**src/hw/rtl/plc_pkg.sv**
```systemverilog
// ----------------------------------------------------------------------------
// plc_pkg
// shared types and constants of the piecewise linear calibration table
// ----------------------------------------------------------------------------
package plc_pkg;

  localparam int unsigned TABLE_DEPTH_DEF = 16;

  typedef enum logic [1:0] {
    MODE_CLEAR  = 2'd0,
    MODE_INSERT = 2'd1,
    MODE_QUERY  = 2'd2
  } mode_t;

  typedef enum logic [1:0] {
    STATUS_OK      = 2'd0,
    STATUS_FULL    = 2'd1,
    STATUS_DUP     = 2'd2,
    STATUS_INVALID = 2'd3
  } status_t;

  typedef enum logic [3:0] {
    S_IDLE,
    S_SCAN_RD,
    S_SCAN_CHK,
    S_SHIFT_RD,
    S_SHIFT_WR,
    S_INS_WR,
    S_QRY_RD,
    S_QRY_CHK,
    S_DIFF,
    S_MUL,
    S_DIV_GO,
    S_DIV_WAIT,
    S_CLAMP,
    S_SUM,
    S_DONE
  } state_t;

  typedef struct packed {
    logic        start;
    logic [63:0] num;
    logic [31:0] den;
  } plc_div_req_t;

  typedef struct packed {
    logic        done;
    logic [63:0] quo;
  } plc_div_rsp_t;

endpackage

```
**src/hw/rtl/plc_div.sv**
```systemverilog
// ----------------------------------------------------------------------------
// plc_div
// iterative unsigned 64 by 32 bit divider, two quotient bits per cycle
// ----------------------------------------------------------------------------
module plc_div (
  input  logic                 clk,
  input  logic                 rst_n,
  input  plc_pkg::plc_div_req_t req,
  output plc_pkg::plc_div_rsp_t rsp
);

  logic [63:0] n_r, n_nxt;
  logic [31:0] rem_r, rem_nxt;
  logic [31:0] den_r;
  logic [4:0]  cnt_r;
  logic        busy_r;
  logic        done_r;

  always_comb begin
    logic [32:0] r1;
    logic        qb;
    rem_nxt = rem_r;
    n_nxt   = n_r;
    for (int i = 0; i < 2; i++) begin
      r1 = {rem_nxt, n_nxt[63]};
      if (r1 >= {1'b0, den_r}) begin
        r1 = r1 - {1'b0, den_r};
        qb = 1'b1;
      end else begin
        qb = 1'b0;
      end
      rem_nxt = r1[31:0];
      n_nxt   = {n_nxt[62:0], qb};
    end
  end

  always_ff @(posedge clk) begin
    if (!rst_n) begin
      busy_r <= 1'b0;
      done_r <= 1'b0;
      cnt_r  <= '0;
    end else begin
      done_r <= 1'b0;
      if (req.start) begin
        busy_r <= 1'b1;
        cnt_r  <= '0;
      end else if (busy_r) begin
        cnt_r <= cnt_r + 5'd1;
        if (cnt_r == 5'd31) begin
          busy_r <= 1'b0;
          done_r <= 1'b1;
        end
      end
    end
  end

  always_ff @(posedge clk) begin
    if (req.start) begin
      n_r   <= req.num;
      rem_r <= '0;
      den_r <= req.den;
    end else if (busy_r) begin
      n_r   <= n_nxt;
      rem_r <= rem_nxt;
    end
  end

  assign rsp.done = done_r;
  assign rsp.quo  = n_r;

endmodule

```
**config.mk**
```make
export PLATFORM = sky130hd
export DESIGN_NAME = plc_div
export DESIGN_NICKNAME = d
export VERILOG_FILES = /design/src/hw/rtl/plc_pkg.sv /design/src/hw/rtl/plc_div.sv
export SDC_FILE = /design/constraint.sdc
export NUM_CORES = 1
export LEC_CHECK = 0
export ABC_AREA = 1
export BUFFER_PORTS_ARGS = -buffer_cell sky130_fd_sc_hd__buf_2
export CAP_MARGIN = 15
export CORE_MARGIN = 5
export CORE_UTILIZATION = 63
export DETAILED_ROUTE_END_ITERATION = 7
export PLACE_DENSITY = 0.9
export RECOVER_POWER = 50
export REMOVE_ABC_BUFFERS = 1
export SLEW_MARGIN = 10
export SYNTH_ARGS = -nofsm -noshare
export SYNTH_HDL_FRONTEND = slang
export SYNTH_SLANG_ARGS = --single-unit
```
**constraint.sdc**
```tcl
create_clock -name clk -period 9.97 [get_ports clk]
set_input_delay 0.4985 -clock clk [delete_from_list [all_inputs] [get_ports clk]]
set_output_delay 0.4985 -clock clk [all_outputs]
set_load 0.05 [all_outputs]
```
==> reports/results.txt <==
status: finished, violations left
CP Capture Type: register
Die Span Y: 138 µm
Post-Synthesis Cells: 1519
RSZ-0062 raised after global routing: no
setup tns final: 0 ps
Filler cells: 1336
top-count cell post-synth: nand2_1
fin nets: 1835
Worst EP arrival: 6280 ps
vias in the first global route: 10300
area of the multi-input gates: 0.00568 mm²
Clock transition at path regs: 70 ps
global route overflow: 0
max cap viols: 2
die area: 0.0191 mm²
leakage power: 6.51 nW
CTS tree: yes
Avg Cell Area, Syn: 6.82 µm²
sequential area share after synthesis: 35.3%
crit path buf inv count: 5
post-synth top area share: 27.8%
clk_lat worst skew: 430 ps
hold_buf cts: 0
Most Frequent Cell on Critical Path: nand2_1
wire length per cell: 16.7 µm
crit-path leading delay family: simple AND/OR/NAND/NOR gates
initial antenna violation count: 0
maximum VDD drop: 0.147 mV
R2R setup slack: 4050 ps
critical-path maximum fanout: 51
first-pass GRT wire length: 50600 µm
clk_skew: 14.5 ps
final hold viol count: 0
post-CTS setup buffers: 0
final setup vio count: 0
register area: 0.00366 mm²
Area Overhead vs Synth: 13.9%
cell taking the most area after synthesis: edfxtp_1
Hold Crit Class: input port to register
row cnt: 46
Final period util: 59.4%
initial drt markers: 933
clock tree buffer depth: 2
Netlist cell types: 43
DR vias/cell: 5.57
Synth Flop Type: edfxtp_1
Placer Congestion: 1.01
Setup crit start kind: register
Crit Path Category: register to register
Slew Limit Fails: 149
Area contributors post-synth: edfxtp_1, nand2_1, ha_1
layout cell share with drive strength beyond 1: 11.4%
PortBufs: 163
peak per-stage delay on the critical path: 660 ps
flops & latches, synth: 135
dpl hpwl: 25000 µm
Slew @ Worst Pin: 3620 ps
Syn Std Cell Area: 0.0104 mm²
FMAX: 0.169 GHz
Clock Sinks: 135
Post-DP Area: 0.0113 mm²
Die X: 138 µm
Slew HR: -142%
io pins: 164
clk root buf: clkbuf_16
Total GRT Usage: 32.3%
power per cell area: 139 mW/mm²
H-tree depth: 4
Final Hold Slack: 241 ps
fraction of registers with async set/reset: 0%
via count: 10600
required time worst endpoint: 10330 ps
total CTS buffers: 17
number of flops mapped to enable cells by yosys: 96
Post-DRT Antenna Nets: 0
PostCTS Resize Cnt: 0
Core Footprint: 0.0160 mm²
violated checks: DRC, capacitance limit, slew limit
critical path's slowest cell: nand2_2
Initial Util: 64.8%
Final Critical Period: 5920 ps
n_diodes: 0
Detailed Route WL: 31600 µm
Post-synth top cells: nand2_1, inv_1, nand3_1, edfxtp_1, nor2_1
Finished Cell Area: 0.0118 mm²
Yosys warnings: 0
Detailed Routing Iterations Pass 1: 8
Post-route DRC: 1
largest net degree at the start of global routing: 83
[path summary, 6_finish.rpt]
| check | cells after the start | to | start |
|---|---|---|---|
| worst max register to register | 25 | rem_r[10]$_SDFFE_PP0P_ | rem_r[30]$_SDFFE_PP0P_ |
| worst max-delay path | 25 | rem_r[10]$_SDFFE_PP0P_ | rem_r[30]$_SDFFE_PP0P_ |
| worst min register to register | 1 | cnt_r[3]$_SDFFE_PP0P_ | cnt_r[3]$_SDFFE_PP0P_ |
| worst min-delay path | 1 | den_r[2]$_DFFE_PP_ | req[2] |
[through the flow]
step / instances / setup WS (ps) / utilization, % / power, mW
6_report: 1897 / 4050 / 73.7 / 1.64
4_1_cts: 1897 / 4200 / 74.2 / 1.64
2_1_floorplan: 1481 / 5020 / - / 0.915
3_5_place_dp: 1865 / 4270 / 70.6 / 1.02
5_1_grt: 1897 / 3590 / 73.7 / 1.70
3_3_place_gp: 1865 / 4230 / 70.6 / 1.01
[cell families (layout without fill, tap and decap cells)]
group / Yosys count / count (layout) / share of synthesized area, %
AOI/OAI and AO/OA: 141 / 141 / 7.56
DFF: 135 / 135 / 35.3
buffers and inverters: 259 / 421 / 9.89
adders and majority gates: 68 / 68 / 8.35
and+or+nand+nor: 874 / 874 / 35.3
xor gates and xnor gates: 42 / 42 / 3.55
[worst register-to-register path, stage by stage (launching register included)]
cell and delay, ps:
dfxtp_1 360, ha_1 340, inv_1 70, nor2_1 330, nand3_1 150, nor3_2 230, nand3b_1 110, nand2_1 120
inv_2 60, nand2_2 660, nand2_1 180, o21ai_1 240, inv_1 100, ha_1 340, inv_1 100, o21ai_0 110
a31oi_1 280, o21ai_0 190, a21oi_1 200, nand2_1 130, nand2_1 80, buf_4 390, nand3_2 650, nand2_1 250
nand3_1 120, nand2_1 80
[flip-flops by register name, summed over array words and instances (netlist names)]
| name | cells |
|---|---|
| cnt_r | 5 |
| den_r | 32 |
| n_r | 64 |
| busy_r | 1 |
| rem_r | 32 |
| done_r | 1 |
[layout make-up]
| cell class | count | share of cell area [%] |
|---|---|---|
| multi-input cells | 1125 | 48.1 |
| flip-flops and latches | 135 | 31.0 |
| inverters | 221 | 7.03 |
| repair buffers | 168 | 6.65 |
| clock buffers | 19 | 3.67 |
| well taps | 216 | 2.29 |
| clock inverters | 13 | 1.20 |
[cell usage in the layout, fill, tap and decap left out, types with 39 or more instances in the layout]
master,n
buf_2,111
o21ai_0,41
inv_1,209
nand3_1,113
edfxtp_1,96
nor2_1,78
dfxtp_1,39
clkbuf_1,55
a21oi_1,61
nand2_1,617
ha_1,66
[report_power, final]
group | internal (mW) | switching, mW | leakage (nW) | total (mW)
clock network | 0.371 | 0.258 | 0.277 | 0.629
logic | 0.0879 | 0.251 | 4.94 | 0.339
registers | 0.650 | 0.0217 | 1.29 | 0.672
total | 1.11 | 0.531 | 6.51 | 1.64
[per-layer routing]
layer,global-route usage (%),share of wire [%]
met4,13.9,4.2
met3,6.55,10
met1,42.2,40
met2,52.4,46
met5,0,0
(Power assumes the default switching activity.)
